`config.mk`:
```
export PLATFORM = sky130hd
export DESIGN_NAME = double_ended_queue
export DESIGN_NICKNAME = d
export VERILOG_FILES = /design/src/dq_pkg.sv /design/src/dq_ram.sv /design/src/dq_front.sv /design/src/dq_cmd_fifo.sv /design/src/dq_back.sv /design/src/double_ended_queue.sv
export SDC_FILE = /design/constraint.sdc
export NUM_CORES = 1
export LEC_CHECK = 0
export ABC_AREA = 1
export BUFFER_PORTS_ARGS = -buffer_cell sky130_fd_sc_hd__buf_2
export CORE_MARGIN = 5
export CORE_UTILIZATION = 35
export DETAILED_ROUTE_END_ITERATION = 7
export HOLD_SLACK_MARGIN = 0.05
export PLACE_DENSITY = 0.57
export SYNTH_ARGS = -nofsm -noshare
export SYNTH_HDL_FRONTEND = slang
export SYNTH_HIERARCHICAL = 1
export SYNTH_SLANG_ARGS = --single-unit
```
`constraint.sdc`:
```
create_clock -name clock -period 11.7 [get_ports clock]
set_input_delay 0.585 -clock clock [delete_from_list [all_inputs] [get_ports clock]]
set_output_delay 0.585 -clock clock [all_outputs]
set_load 0.02 [all_outputs]
```
`src/dq_pkg.sv`:
```
`timescale 1ns / 1ps
// ----------------------------------------------------------------------------
// dq_pkg
// Shared sizes, codes and helpers for the double-ended queue.
// ----------------------------------------------------------------------------
package dq_pkg;

   localparam int DEPTH      = 16;
   localparam int IDX_W      = $clog2(DEPTH);
   localparam int CNT_W      = $clog2(DEPTH + 1);
   localparam int MODE_W     = 3;
   localparam int DATA_W     = 32;
   localparam int COUNT_W    = 5;
   localparam int STATUS_W   = 2;
   localparam int FIFO_DEPTH = 2;
   localparam int FIFO_AW    = $clog2(FIFO_DEPTH);
   localparam int FIFO_CW    = $clog2(FIFO_DEPTH + 1);

   // request mode codes
   localparam logic [MODE_W-1:0] MODE_PUSH_FRONT = 3'd0;
   localparam logic [MODE_W-1:0] MODE_PUSH_BACK  = 3'd1;
   localparam logic [MODE_W-1:0] MODE_POP_FRONT  = 3'd2;
   localparam logic [MODE_W-1:0] MODE_POP_BACK   = 3'd3;
   localparam logic [MODE_W-1:0] MODE_WALK_FWD   = 3'd4;
   localparam logic [MODE_W-1:0] MODE_WALK_BWD   = 3'd5;
   localparam logic [MODE_W-1:0] MODE_LENGTH     = 3'd6;

   typedef enum logic [1:0] {
      OP_PUSH   = 2'd0,
      OP_POP    = 2'd1,
      OP_WALK   = 2'd2,
      OP_LENGTH = 2'd3
   } op_type;

   typedef enum logic [STATUS_W-1:0] {
      STATUS_OK    = 2'd0,
      STATUS_EMPTY = 2'd1,
      STATUS_FULL  = 2'd2
   } status_type;

   typedef enum logic [1:0] {
      ST_IDLE = 2'd0,
      ST_POP  = 2'd1,
      ST_WALK = 2'd2
   } back_state_type;

   // at_front: push/pop at the front, or walk front to back
   typedef struct packed {
      op_type                    op;
      logic                      at_front;
      logic signed [DATA_W-1:0]  value;
   } cmd_type;

   function automatic logic [IDX_W-1:0] wrap_inc(input logic [IDX_W-1:0] i);
      if (i == IDX_W'(DEPTH - 1)) return '0;
      else return i + 1'b1;
   endfunction

   function automatic logic [IDX_W-1:0] wrap_dec(input logic [IDX_W-1:0] i);
      if (i == '0) return IDX_W'(DEPTH - 1);
      else return i - 1'b1;
   endfunction

endpackage

```
`src/dq_ram.sv`:
```
`timescale 1ns / 1ps
// ----------------------------------------------------------------------------
// dq_ram
// Generic single-write, single-read RAM with registered read data.
// ----------------------------------------------------------------------------
module dq_ram #(
   parameter int WIDTH = 32,
   parameter int DEPTH = 16
) (
   input  logic                     clock,
   input  logic                     wr_en,
   input  logic [$clog2(DEPTH)-1:0] wr_addr,
   input  logic [WIDTH-1:0]         wr_data,
   input  logic                     rd_en,
   input  logic [$clog2(DEPTH)-1:0] rd_addr,
   output logic [WIDTH-1:0]         rd_data
);

   logic [WIDTH-1:0] mem_ff [DEPTH];
   logic [WIDTH-1:0] rd_data_ff;

   always_ff @(posedge clock) begin
      if (wr_en) begin
         mem_ff[wr_addr] <= wr_data;
      end
      if (rd_en) begin
         rd_data_ff <= mem_ff[rd_addr];
      end
   end

   assign rd_data = rd_data_ff;

endmodule

```
`src/dq_front.sv`:
```
`timescale 1ns / 1ps
// ----------------------------------------------------------------------------
// dq_front
// Request intake: decodes the mode into an operation and end select.
// ----------------------------------------------------------------------------
module dq_front (
   input  logic                         start,
   input  logic                         busy,
   input  logic [dq_pkg::MODE_W-1:0]    req_mode,
   input  logic signed [dq_pkg::DATA_W-1:0] req_value,
   output logic                         cmd_push,
   output dq_pkg::cmd_type              cmd
);
   import dq_pkg::*;

   logic known;

   always_comb begin
      known        = 1'b1;
      cmd.op       = OP_LENGTH;
      cmd.at_front = 1'b1;
      cmd.value    = req_value;
      unique case (req_mode)
         MODE_PUSH_FRONT: cmd.op = OP_PUSH;
         MODE_PUSH_BACK:  begin cmd.op = OP_PUSH; cmd.at_front = 1'b0; end
         MODE_POP_FRONT:  cmd.op = OP_POP;
         MODE_POP_BACK:   begin cmd.op = OP_POP;  cmd.at_front = 1'b0; end
         MODE_WALK_FWD:   cmd.op = OP_WALK;
         MODE_WALK_BWD:   begin cmd.op = OP_WALK; cmd.at_front = 1'b0; end
         MODE_LENGTH:     cmd.op = OP_LENGTH;
         default:         known = 1'b0;   // unused code: taken and dropped
      endcase
   end

   assign cmd_push = start && !busy && known;

endmodule

```
`src/dq_cmd_fifo.sv`:
```
`timescale 1ns / 1ps
// ----------------------------------------------------------------------------
// dq_cmd_fifo
// Short command queue between intake and execution.
// ----------------------------------------------------------------------------
module dq_cmd_fifo (
   input  logic            clock,
   input  logic            reset,
   input  logic            push,
   input  dq_pkg::cmd_type push_cmd,
   input  logic            pop,
   output logic            full,
   output logic            not_empty,
   output dq_pkg::cmd_type head
);
   import dq_pkg::*;

   cmd_type              slots_ff [FIFO_DEPTH];
   logic [FIFO_AW-1:0]   wr_ptr_ff, wr_ptr_in;
   logic [FIFO_AW-1:0]   rd_ptr_ff, rd_ptr_in;
   logic [FIFO_CW-1:0]   fill_ff, fill_in;
   logic                 do_push, do_pop;

   assign full      = (fill_ff == FIFO_CW'(FIFO_DEPTH));
   assign not_empty = (fill_ff != '0);
   assign head      = slots_ff[rd_ptr_ff];
   assign do_push   = push && !full;
   assign do_pop    = pop && not_empty;

   always_comb begin
      wr_ptr_in = wr_ptr_ff;
      rd_ptr_in = rd_ptr_ff;
      fill_in   = fill_ff;
      if (do_push) begin
         wr_ptr_in = (wr_ptr_ff == FIFO_AW'(FIFO_DEPTH - 1)) ? '0 : wr_ptr_ff + 1'b1;
      end
      if (do_pop) begin
         rd_ptr_in = (rd_ptr_ff == FIFO_AW'(FIFO_DEPTH - 1)) ? '0 : rd_ptr_ff + 1'b1;
      end
      if (do_push && !do_pop) fill_in = fill_ff + 1'b1;
      else if (do_pop && !do_push) fill_in = fill_ff - 1'b1;
   end

   always_ff @(posedge clock) begin
      if (reset) begin
         wr_ptr_ff <= '0;
         rd_ptr_ff <= '0;
         fill_ff   <= '0;
      end else begin
         wr_ptr_ff <= wr_ptr_in;
         rd_ptr_ff <= rd_ptr_in;
         fill_ff   <= fill_in;
      end
   end

   always_ff @(posedge clock) begin
      if (do_push) begin
         slots_ff[wr_ptr_ff] <= push_cmd;
      end
   end

endmodule

```
`src/dq_back.sv`:
```
`timescale 1ns / 1ps
// ----------------------------------------------------------------------------
// dq_back
// Execution: owns the ring pointers and storage, produces response words.
// ----------------------------------------------------------------------------
module dq_back (
   input  logic                              clock,
   input  logic                              reset,
   input  logic                              cmd_valid,
   input  dq_pkg::cmd_type                   cmd,
   output logic                              cmd_take,
   output logic                              rsp_valid,
   output logic signed [dq_pkg::DATA_W-1:0]  rsp_data,
   output logic [dq_pkg::COUNT_W-1:0]        rsp_count,
   output logic [dq_pkg::STATUS_W-1:0]       rsp_status,
   output logic                              rsp_last
);
   import dq_pkg::*;

   back_state_type       state_ff, state_in;
   logic [IDX_W-1:0]     front_ff, front_in;
   logic [IDX_W-1:0]     back_ff, back_in;
   logic [CNT_W-1:0]     count_ff, count_in;
   logic [IDX_W-1:0]     walk_idx_ff, walk_idx_in;
   logic [CNT_W-1:0]     remain_ff, remain_in;
   logic                 forward_ff, forward_in;

   logic                 rsp_valid_ff, rsp_valid_in;
   logic [DATA_W-1:0]    rsp_data_ff, rsp_data_in;
   logic [CNT_W-1:0]     rsp_count_ff, rsp_count_in;
   status_type           rsp_status_ff, rsp_status_in;
   logic                 rsp_last_ff, rsp_last_in;

   logic                 wr_en, rd_en;
   logic [IDX_W-1:0]     wr_addr, rd_addr;
   logic [DATA_W-1:0]    rd_data;
   logic                 is_empty, is_full, walk_done;

   assign is_empty  = (count_ff == '0);
   assign is_full   = (count_ff == CNT_W'(DEPTH));
   assign walk_done = (remain_ff == CNT_W'(1));

   dq_ram #(.WIDTH(DATA_W), .DEPTH(DEPTH)) u_ram (
      .clock   (clock),
      .wr_en   (wr_en),
      .wr_addr (wr_addr),
      .wr_data (cmd.value),
      .rd_en   (rd_en),
      .rd_addr (rd_addr),
      .rd_data (rd_data)
   );

   // next state
   always_comb begin
      state_in = state_ff;
      unique case (state_ff)
         ST_IDLE: begin
            if (cmd_valid && cmd.op == OP_POP && !is_empty) state_in = ST_POP;
            else if (cmd_valid && cmd.op == OP_WALK && !is_empty) state_in = ST_WALK;
         end
         ST_POP:  state_in = ST_IDLE;
         ST_WALK: if (walk_done) state_in = ST_IDLE;
         default: state_in = ST_IDLE;
      endcase
   end

   // datapath and outputs
   always_comb begin
      logic [IDX_W-1:0] first;
      first         = '0;
      cmd_take      = 1'b0;
      wr_en         = 1'b0;
      wr_addr       = back_ff;
      rd_en         = 1'b0;
      rd_addr       = walk_idx_ff;
      front_in      = front_ff;
      back_in       = back_ff;
      count_in      = count_ff;
      walk_idx_in   = walk_idx_ff;
      remain_in     = remain_ff;
      forward_in    = forward_ff;
      rsp_valid_in  = 1'b0;
      rsp_data_in   = '0;
      rsp_count_in  = count_ff;
      rsp_status_in = STATUS_OK;
      rsp_last_in   = 1'b1;
      unique case (state_ff)
         ST_IDLE: begin
            if (cmd_valid) begin
               cmd_take = 1'b1;
               unique case (cmd.op)
                  OP_PUSH: begin
                     rsp_valid_in = 1'b1;
                     if (is_full) begin
                        rsp_status_in = STATUS_FULL;
                     end else begin
                        wr_en = 1'b1;
                        if (cmd.at_front) begin
                           front_in = wrap_dec(front_ff);
                           wr_addr  = wrap_dec(front_ff);
                        end else begin
                           wr_addr = back_ff;
                           back_in = wrap_inc(back_ff);
                        end
                        count_in     = count_ff + 1'b1;
                        rsp_count_in = count_ff + 1'b1;
                     end
                  end
                  OP_POP: begin
                     if (is_empty) begin
                        rsp_valid_in  = 1'b1;
                        rsp_status_in = STATUS_EMPTY;
                     end else begin
                        rd_en = 1'b1;
                        if (cmd.at_front) begin
                           rd_addr  = front_ff;
                           front_in = wrap_inc(front_ff);
                        end else begin
                           rd_addr = wrap_dec(back_ff);
                           back_in = wrap_dec(back_ff);
                        end
                        count_in = count_ff - 1'b1;
                     end
                  end
                  OP_WALK: begin
                     if (is_empty) begin
                        rsp_valid_in  = 1'b1;
                        rsp_status_in = STATUS_EMPTY;
                     end else begin
                        first       = cmd.at_front ? front_ff : wrap_dec(back_ff);
                        rd_en       = 1'b1;
                        rd_addr     = first;
                        walk_idx_in = cmd.at_front ? wrap_inc(first) : wrap_dec(first);
                        remain_in   = count_ff;
                        forward_in  = cmd.at_front;
                     end
                  end
                  OP_LENGTH: rsp_valid_in = 1'b1;
                  default:   rsp_valid_in = 1'b0;
               endcase
            end
         end
         ST_POP: begin
            // count already reflects the removal
            rsp_valid_in = 1'b1;
            rsp_data_in  = rd_data;
         end
         ST_WALK: begin
            // read of the next slot overlaps emission of the current word
            rd_en        = 1'b1;
            rd_addr      = walk_idx_ff;
            walk_idx_in  = forward_ff ? wrap_inc(walk_idx_ff) : wrap_dec(walk_idx_ff);
            remain_in    = remain_ff - 1'b1;
            rsp_valid_in = 1'b1;
            rsp_data_in  = rd_data;
            rsp_last_in  = walk_done;
         end
         default: ;
      endcase
   end

   always_ff @(posedge clock) begin
      if (reset) begin
         state_ff     <= ST_IDLE;
         front_ff     <= '0;
         back_ff      <= '0;
         count_ff     <= '0;
         rsp_valid_ff <= 1'b0;
      end else begin
         state_ff     <= state_in;
         front_ff     <= front_in;
         back_ff      <= back_in;
         count_ff     <= count_in;
         rsp_valid_ff <= rsp_valid_in;
      end
   end

   always_ff @(posedge clock) begin
      walk_idx_ff   <= walk_idx_in;
      remain_ff     <= remain_in;
      forward_ff    <= forward_in;
      rsp_data_ff   <= rsp_data_in;
      rsp_count_ff  <= rsp_count_in;
      rsp_status_ff <= rsp_status_in;
      rsp_last_ff   <= rsp_last_in;
   end

   assign rsp_valid  = rsp_valid_ff;
   assign rsp_data   = rsp_data_ff;
   assign rsp_count  = COUNT_W'(rsp_count_ff);
   assign rsp_status = rsp_status_ff;
   assign rsp_last   = rsp_last_ff;

endmodule

```
`src/double_ended_queue.sv`:
```
`timescale 1ns / 1ps
// ----------------------------------------------------------------------------
// double_ended_queue
// Bounded deque of signed 32-bit words kept in a ring of DEPTH slots.
// ----------------------------------------------------------------------------
// A request (req_mode, req_value) is taken on a clock edge where start is
// high and busy is low. It lands in a two-entry command queue; busy is high
// only while that queue is full. Mode seven is taken and ignored.
// Each response word is shown for one cycle with rsp_valid high; the
// receiver cannot stall, so no backpressure reaches the execution side.
// With the execution side idle, a push, length or error response is formed
// from the queued command and registered into the response word; a pop
// also passes the registered storage read before the response register. A
// walk reads its first word the same way, then gives one word per cycle for
// every stored entry, rsp_last on the final one.
// Execution takes a new command only while idle: a push, length or error
// leaves it idle, a pop holds it in ST_POP and a walk in ST_WALK to its end.
// Reset (synchronous) empties the deque and the command queue; storage
// contents are not cleared, and no response carries a slot never written.
// ----------------------------------------------------------------------------
module double_ended_queue (
   input  logic                              clock,
   input  logic                              reset,
   input  logic                              start,
   output logic                              busy,
   input  logic [dq_pkg::MODE_W-1:0]         req_mode,
   input  logic signed [dq_pkg::DATA_W-1:0]  req_value,
   output logic                              rsp_valid,
   output logic signed [dq_pkg::DATA_W-1:0]  rsp_data,
   output logic [dq_pkg::COUNT_W-1:0]        rsp_count,
   output logic [dq_pkg::STATUS_W-1:0]       rsp_status,
   output logic                              rsp_last
);
   import dq_pkg::*;

   logic    cmd_push, cmd_take, cmd_valid;
   cmd_type front_cmd, head_cmd;

   dq_front u_front (
      .start     (start),
      .busy      (busy),
      .req_mode  (req_mode),
      .req_value (req_value),
      .cmd_push  (cmd_push),
      .cmd       (front_cmd)
   );

   dq_cmd_fifo u_fifo (
      .clock     (clock),
      .reset     (reset),
      .push      (cmd_push),
      .push_cmd  (front_cmd),
      .pop       (cmd_take),
      .full      (busy),
      .not_empty (cmd_valid),
      .head      (head_cmd)
   );

   dq_back u_back (
      .clock      (clock),
      .reset      (reset),
      .cmd_valid  (cmd_valid),
      .cmd        (head_cmd),
      .cmd_take   (cmd_take),
      .rsp_valid  (rsp_valid),
      .rsp_data   (rsp_data),
      .rsp_count  (rsp_count),
      .rsp_status (rsp_status),
      .rsp_last   (rsp_last)
   );

`ifndef NO_ASSERTIONS
   a_err_single: assert property (@(posedge clock) disable iff (reset)
      rsp_valid && rsp_status != STATUS_OK |-> rsp_last && rsp_data == '0)
      else $error("error response must be a single zero-data word");

   a_full_count: assert property (@(posedge clock) disable iff (reset)
      rsp_valid && rsp_status == STATUS_FULL |-> rsp_count == COUNT_W'(DEPTH))
      else $error("full response with wrong count");

   a_empty_count: assert property (@(posedge clock) disable iff (reset)
      rsp_valid && rsp_status == STATUS_EMPTY |-> rsp_count == '0)
      else $error("empty response with nonzero count");

   a_reset_quiet: assert property (@(posedge clock)
      reset |=> !rsp_valid && !busy)
      else $error("response or busy right after reset");
`endif

endmodule

```
==> results of run 1 <==
-- registers in the layout (all words and copies together), names as in the netlist, 2 cells and up, named ones only --
| signal | count |
|---|---|
| u_back/back_ff | 4 |
| u_back/count_ff | 5 |
| u_back/front_ff | 4 |
| u_back/remain_ff | 5 |
| u_back/rsp_count | 5 |
| u_back/rsp_data | 32 |
| u_back/rsp_status | 2 |
| u_back/state_ff | 2 |
| u_back/u_ram/mem_ff | 512 |
| u_back/u_ram/rd_data | 32 |
| u_back/walk_idx_ff | 4 |
| u_fifo/fill_ff | 2 |
| u_fifo/slots_ff | 70 |
-- report_power, final --
group | internal, mW | switching (mW)
Clock | 1.42 | 0.943
Sequential | 3.07 | 0.0795
Combinational | 0.592 | 1.55
Total | 5.08 | 2.57
-- cells in the mapped netlist (2+ instances only) --
master | count | area [um^2]
sky130_fd_sc_hd__mux2_2 | 5 | 56.3
sky130_fd_sc_hd__edfxtp_1 | 624 | 18700
sky130_fd_sc_hd__a31oi_1 | 3 | 18.8
sky130_fd_sc_hd__nand4_1 | 2 | 12.5
sky130_fd_sc_hd__buf_12 | 5 | 100
sky130_fd_sc_hd__mux2_4 | 30 | 450
sky130_fd_sc_hd__buf_6 | 33 | 372
sky130_fd_sc_hd__a211oi_2 | 2 | 25.0
sky130_fd_sc_hd__nand2_1 | 782 | 2940
sky130_fd_sc_hd__nand4_2 | 2 | 25.0
sky130_fd_sc_hd__a21oi_1 | 24 | 120
sky130_fd_sc_hd__nand3_1 | 421 | 2110
sky130_fd_sc_hd__nand2_2 | 6 | 37.5
sky130_fd_sc_hd__o22ai_1 | 2 | 12.5
sky130_fd_sc_hd__o211ai_1 | 4 | 30.0
sky130_fd_sc_hd__o21ai_0 | 26 | 130
sky130_fd_sc_hd__clkbuf_1 | 19 | 71.3
sky130_fd_sc_hd__buf_1 | 14 | 52.6
sky130_fd_sc_hd__inv_2 | 8 | 30.0
sky130_fd_sc_hd__or2_1 | 2 | 12.5
sky130_fd_sc_hd__nor2_1 | 44 | 165
sky130_fd_sc_hd__nand3_4 | 2 | 35.0
sky130_fd_sc_hd__buf_2 | 44 | 220
sky130_fd_sc_hd__xor2_1 | 9 | 78.8
sky130_fd_sc_hd__nand2_4 | 3 | 33.8
sky130_fd_sc_hd__ha_1 | 27 | 338
sky130_fd_sc_hd__o21ai_2 | 3 | 26.3
sky130_fd_sc_hd__nand3b_1 | 2 | 15.0
sky130_fd_sc_hd__mux2i_1 | 3 | 30.0
sky130_fd_sc_hd__inv_1 | 464 | 1740
sky130_fd_sc_hd__nor3_1 | 3 | 15.0
sky130_fd_sc_hd__inv_4 | 2 | 12.5
sky130_fd_sc_hd__o21ai_1 | 13 | 65.1
sky130_fd_sc_hd__dfxtp_1 | 61 | 1220
sky130_fd_sc_hd__buf_4 | 38 | 285
sky130_fd_sc_hd__nand3_2 | 5 | 50.1
sky130_fd_sc_hd__nor2_8 | 3 | 60.1
sky130_fd_sc_hd__xnor2_1 | 2 | 17.5
-- layout make-up --
class                   instances  area (um^2)  area share
clock buffers                  92         1930      0.0577
inverters                     476         1800      0.0539
well taps                    1144         1430      0.0428
flip-flops and latches        685        20000       0.597
diodes                          1         2.50   0.0000749
clock inverters                40          513      0.0153
multi-input cells            1437         7150       0.214
repair buffers                110          641      0.0192
-- worst min-delay path by stage --
| stage | startpoint | to | slack, ns | cells after the start |
|---|---|---|---|---|
| finish | req_value[20] | u_fifo/slots_ff[1][20]$_DFFE_PP_ | 0.16 | 1 |
| global route | req_value[20] | u_fifo/slots_ff[1][20]$_DFFE_PP_ | 0.13 | 1 |
| CTS | req_value[20] | u_fifo/slots_ff[1][20]$_DFFE_PP_ | 0.12 | 1 |
| detailed placement | u_back/u_ram/rd_data[1]$_DFFE_PP_ | u_back/rsp_data[1]$_SDFF_PN0_ | 0.43 | 2 |
| global placement | u_back/u_ram/rd_data[1]$_DFFE_PP_ | u_back/rsp_data[1]$_SDFF_PN0_ | 0.42 | 2 |
| floorplan | u_back/u_ram/rd_data[0]$_DFFE_PP_ | u_back/rsp_data[0]$_SDFF_PN0_ | 0.41 | 2 |
-- kinds of logic (layout without fill, tap and decap cells) --
kind of cell,count (synthesis),after routing,share of synthesized area
adders and majority gates,27,27,0.0113
AOI/OAI and AO/OA,81,81,0.0159
buffers and inverters,629,718,0.0972
DFF,685,685,0.669
xor gates and xnor gates,11,11,0.00323
muxes,38,38,0.0180
other,0,1,0
and+or+nand+nor,1280,1280,0.185
-- worst max-delay path: stages (launching register included) --
cell	delay [ns]
sky130_fd_sc_hd__dfxtp_2	0.31
sky130_fd_sc_hd__buf_4	0.61
sky130_fd_sc_hd__mux2_4	0.37
sky130_fd_sc_hd__inv_1	0.08
sky130_fd_sc_hd__ha_1	0.25
sky130_fd_sc_hd__nand3_1	0.52
sky130_fd_sc_hd__nand2_1	0.20
sky130_fd_sc_hd__o21ai_4	0.09
sky130_fd_sc_hd__buf_4	0.48
sky130_fd_sc_hd__buf_4	0.59
sky130_fd_sc_hd__buf_4	0.86
sky130_fd_sc_hd__nand2_1	0.16
sky130_fd_sc_hd__nand3_1	0.13
sky130_fd_sc_hd__nand3_1	0.10
sky130_fd_sc_hd__nand3_1	0.14
sky130_fd_sc_hd__nand2_1	0.07
-- metal layers --
layer	global-route usage	up-vias	part of all wire
li1	-	9017	-
met1	0.223	8862	0.46
met2	0.248	472	0.46
met3	0.0222	95	0.056
met4	0.0435	0	0.020
met5	0	-	0
==> metrics, run 1 <==
total detailed-routing wirelength 71100 um; number of endpoints failing setup at the final stage 0; LEAKAGE 14.0 nW; Worst Slack Setup Final 6.42 ns; remaining design rule violation count 0; Finished Cell Area 33400 um^2; endpoint arrival time on the critical path 5.63 ns; Slew headroom 0.213; endpoint of the most critical setup path u_back/u_ram/rd_data[29]$_DFFE_PP_; Iter 0 DRT Violations 1483; HPWL after DPL 36200 um; proportion of synthesized chip area in sequential cells 0.669; share of the core filled with cells 0.394; clock-pin slew reported for the worst setup and hold paths after clock tree synthesis 0.06 ns; max-capacitance violation count 0; highest fanout seen on the critical path 86; kind of path behind the tightest hold check in2reg; reg2reg setup slack 6.42 ns; maximum clock insertion buffer count 3; fillcell total 8233; Crit. End Element register; post-cts hold buffer count 0; # clock sinks 685; Post-Synthesis Net Count 2816; syn_area_per_cell 10.8 um^2; Crit Path Class reg2reg; number of buffers created by CTS 72; cell row count 107; unrepaired setup endpoints after global routing no; cell count after synthesis 2751; clock root buffer master sky130_fd_sc_hd__clkbuf_16; y dimension of the die 302 um; VDD IR max 0.000167 V; measured slew at the worst slew-check pin 1.18 ns; nets 2847; via count of the first global-routing pass 17700; pin count of the biggest net entering global routing 130; critical path data required time 12.05 ns; fraction of final layout cells with drive strength greater than 1 0.112; Final Hold Slack 0.159 ns; number of top-level design ports 80; insertion delay of the later-clocked pin in the worst-skew pair 0.61 ns; vias post-DR 18400; CTS tree yes; fraction of registers with async set/reset 0; placeable core area 84900 um^2; input/output buffers 79; capturing point of the worst reg2reg path u_back/u_ram/rd_data[29]$_DFFE_PP_; R2R depth 15; run status finished, final reports clean; initial core utilization 0.351; count of placed standard cells including taps 3852; CTS H-tree lvls 3; number of iterations in the first detailed-routing pass 5; routability-driven placement congestion ratio 0.782; crit path launch type register; Cell variety after synth 47; leading cell type in the layout, fill and taps excluded sky130_fd_sc_hd__nand2_1; Final Max Tran Viols 0; DRT antenna net count 0; power per cell area 229 nW/um^2; final non-filler cell total 3985; Placement Setup Slack 6.41 ns; first-pass GRT wire length 108000 um; number of enable-type register cells in the synthesized netlist 624; Synthesis Warnings 6; highest-count cells in the layout ignoring fill and taps 781 x sky130_fd_sc_hd__nand2_1, 624 x sky130_fd_sc_hd__edfxtp_1, 462 x sky130_fd_sc_hd__inv_1, 421 x sky130_fd_sc_hd__nand3_1, 79 x sky130_fd_sc_hd__buf_2; period utilisation layout 0.451; width of the die 302 um; growth of design area from synthesis to finish 12.1%; number of endpoints with negative hold slack in the final report 0; peak clock frequency supported by timing 189 MHz; flip-flop and latch count after synthesis 685; number of setup buffers added after CTS 0; routed length per placed instance 17.8 um; post-layout total power 7.65 mW; placed cell areas 31000 um^2; Die Outline Area 91200 um^2; leftover overflow at the end of global routing 0; Clock Skew 0.0153 ns; Resized cells post-CTS 0; mapped cell area 29800 um^2; gr usage total 0.155; number of antenna violations at the first check in global routing 0; detail-routed via count per cell 4.63; Final min period 5.28 ns; prevailing post-synth register cell sky130_fd_sc_hd__edfxtp_1; setup TNS 0 ns
Power figures use the tool's default switching activity.
==> run 2, diff against run 1 <==
Clock period 11.7 ns to 5.1 ns, I/O delays scaled along.
==> run 2 against run 1 <==
  * Die area stayed put
  * Via count increased by 0.79%
  * Core utilization rose by 0.75 points
  * Largest power group unchanged
  * Power increased by 130%
  * First-iteration DRC count down 9.2%
  * Clock skew increased by 0.0033 ns
  * Cell count grew 1.2%
==> metrics, run 2 (synthesis gave the netlist of run 1 again) <==
highest-count cells in the layout ignoring fill and taps 781 x sky130_fd_sc_hd__nand2_1, 624 x sky130_fd_sc_hd__edfxtp_1, 462 x sky130_fd_sc_hd__inv_1, 421 x sky130_fd_sc_hd__nand3_1, 79 x sky130_fd_sc_hd__buf_2; Top reg by flops u_back/u_ram/mem_ff; HPWL after DPL 37800 um; kind of path behind the tightest hold check in2reg; Worst Hold Depth 3; Crit Path Class reg2reg; VDD IR max 0.000325 V; fraction of final layout cells with drive strength greater than 1 0.117; net switching power of the design 5.99 mW; DRT antenna net count 0; number of flip-flops in the largest register 512; endpoint arrival time on the critical path 4.21 ns; number of antenna violations at the first check in global routing 0; first-pass GRT wire length 109000 um; reg2reg setup slack 1.25 ns; unrepaired setup endpoints after global routing no; endpoint of the most critical setup path u_back/u_ram/rd_data[20]$_DFFE_PP_; number of setup buffers added after CTS 0; Iter 0 DRT Violations 1346; peak clock frequency supported by timing 260 MHz; Crit. End Element register; max-capacitance violation count 0; Resized cells post-CTS 0; number of antenna cells inserted 0; Clock Skew 0.0186 ns; power per cell area 520 nW/um^2; Slew headroom 0.302; Die Outline Area 91200 um^2; clock root buffer master sky130_fd_sc_hd__clkbuf_16; Finished Cell Area 34100 um^2; period utilisation layout 0.755; routability-driven placement congestion ratio 0.783; Placement Setup Slack 1.23 ns; maximum clock insertion buffer count 3; insertion delay of the later-clocked pin in the worst-skew pair 0.62 ns; hold_sp req_mode[2]; fillcell total 8159; Largest regs u_back/u_ram/mem_ff (512), u_fifo/slots_ff (70); number of iterations in the first detailed-routing pass 6; run status finished, final reports clean; critical path data required time 5.46 ns; growth of design area from synthesis to finish 14.2%; Final min period 3.85 ns; capturing point of the worst reg2reg path u_back/u_ram/rd_data[20]$_DFFE_PP_; number of endpoints with negative hold slack in the final report 0; leftover overflow at the end of global routing 0; cell row count 107; crit path launch type register; part of the total power dissipated in sequential elements 0.407; highest fanout seen on the critical path 63; total detailed-routing wirelength 70900 um; via count of the first global-routing pass 18200; LEAKAGE 14.3 nW; routed length per placed instance 17.6 um; clock-pin slew reported for the worst setup and hold paths after clock tree synthesis 0.06 ns; leading cell type in the layout, fill and taps excluded sky130_fd_sc_hd__nand2_1; post-cts hold buffer count 34; initial core utilization 0.351; R2R depth 13; detail-routed via count per cell 4.61; vias post-DR 18600; pin count of the biggest net entering global routing 153; Final Max Tran Viols 0; part of the total power dissipated in the clock network 0.310; remaining design rule violation count 0; number of endpoints failing setup at the final stage 0; Worst Slack Setup Final 1.25 ns; width of the die 302 um; placeable core area 84900 um^2; CTS tree yes; y dimension of the die 302 um; number of top-level design ports 80; input/output buffers 79; measured slew at the worst slew-check pin 1.05 ns; switching power as a share of total power 0.338; gr usage total 0.156; nets 2893; placed cell areas 31200 um^2; number of buffers created by CTS 74; post-layout total power 17.7 mW; CTS H-tree lvls 3; # clock sinks 685; combinational power share 0.283; setup TNS 0 ns; cell-internal power 11.7 mW
[run 2: how the worst min path moves through the flow]
stage / slack [ns] / to
after floorplan: 0.32 / u_back/count_ff[2]$_SDFFE_PP0P_
after global placement: 0.41 / u_back/rsp_data[27]$_SDFF_PN0_
after detailed placement: 0.41 / u_back/rsp_data[27]$_SDFF_PN0_
after CTS: 0.09 / u_fifo/slots_ff[1][34]$_DFFE_PP_
after global routing: 0.12 / u_fifo/slots_ff[0][32]$_DFFE_PP_
final: 0.11 / u_fifo/slots_ff[1][34]$_DFFE_PP_
[run 2: through the flow]
step / util / hold slack [ns] / cells
after floorplan: - / 0.324 / 2751
after detailed placement: 0.368 / 0.411 / 3862
after global placement: 0.368 / 0.412 / 3862
after global routing: 0.401 / 0.124 / 4033
after CTS: 0.401 / 0.0857 / 4033
final: 0.401 / 0.110 / 4033
[run 2: worst max-delay path, stage by stage (launching register included)]
cell                      delay [ns]
sky130_fd_sc_hd__dfxtp_2        0.36
sky130_fd_sc_hd__buf_4          0.61
sky130_fd_sc_hd__mux2_4         0.40
sky130_fd_sc_hd__inv_6          0.10
sky130_fd_sc_hd__nand3_2        0.11
sky130_fd_sc_hd__nand2_4        0.09
sky130_fd_sc_hd__o21ai_4        0.23
sky130_fd_sc_hd__buf_4          0.61
sky130_fd_sc_hd__buf_4          0.51
sky130_fd_sc_hd__nand2_1        0.10
sky130_fd_sc_hd__nand3_1        0.09
sky130_fd_sc_hd__nand3_1        0.10
sky130_fd_sc_hd__nand3_1        0.13
sky130_fd_sc_hd__nand2_1        0.05
[run 2: cell type report]
| class | count | area [um^2] | share of cell area |
|---|---|---|---|
| multi-input cells | 1437 | 7150 | 0.210 |
| inverters | 476 | 1800 | 0.0529 |
| well taps | 1144 | 1430 | 0.0420 |
| flip-flops and latches | 685 | 20000 | 0.586 |
| clock inverters | 35 | 467 | 0.0137 |
| clock buffers | 102 | 2060 | 0.0605 |
| repair buffers | 154 | 1190 | 0.0350 |
[run 2: per-layer routing]
layer | up-vias | GRT usage | routed length, um | share of wire
met5 | - | 0 | 0 | 0
met4 | 0 | 0.0439 | 1380 | 0.019
met3 | 82 | 0.0233 | 3910 | 0.055
met2 | 472 | 0.253 | 32800 | 0.46
met1 | 8943 | 0.219 | 32800 | 0.46
li1 | 9094 | - | - | -
[run 2: power by group through the flow]
stage,registers (mW),clock network (mW),logic (mW)
2_1_floorplan,7.37,0,3.58
3_3_place_gp,7.33,0,5.01
3_5_place_dp,7.34,0,5.04
4_1_cts,7.22,5.65,5.08
5_1_grt,7.25,5.91,5.59
6_report,7.21,5.50,5.01
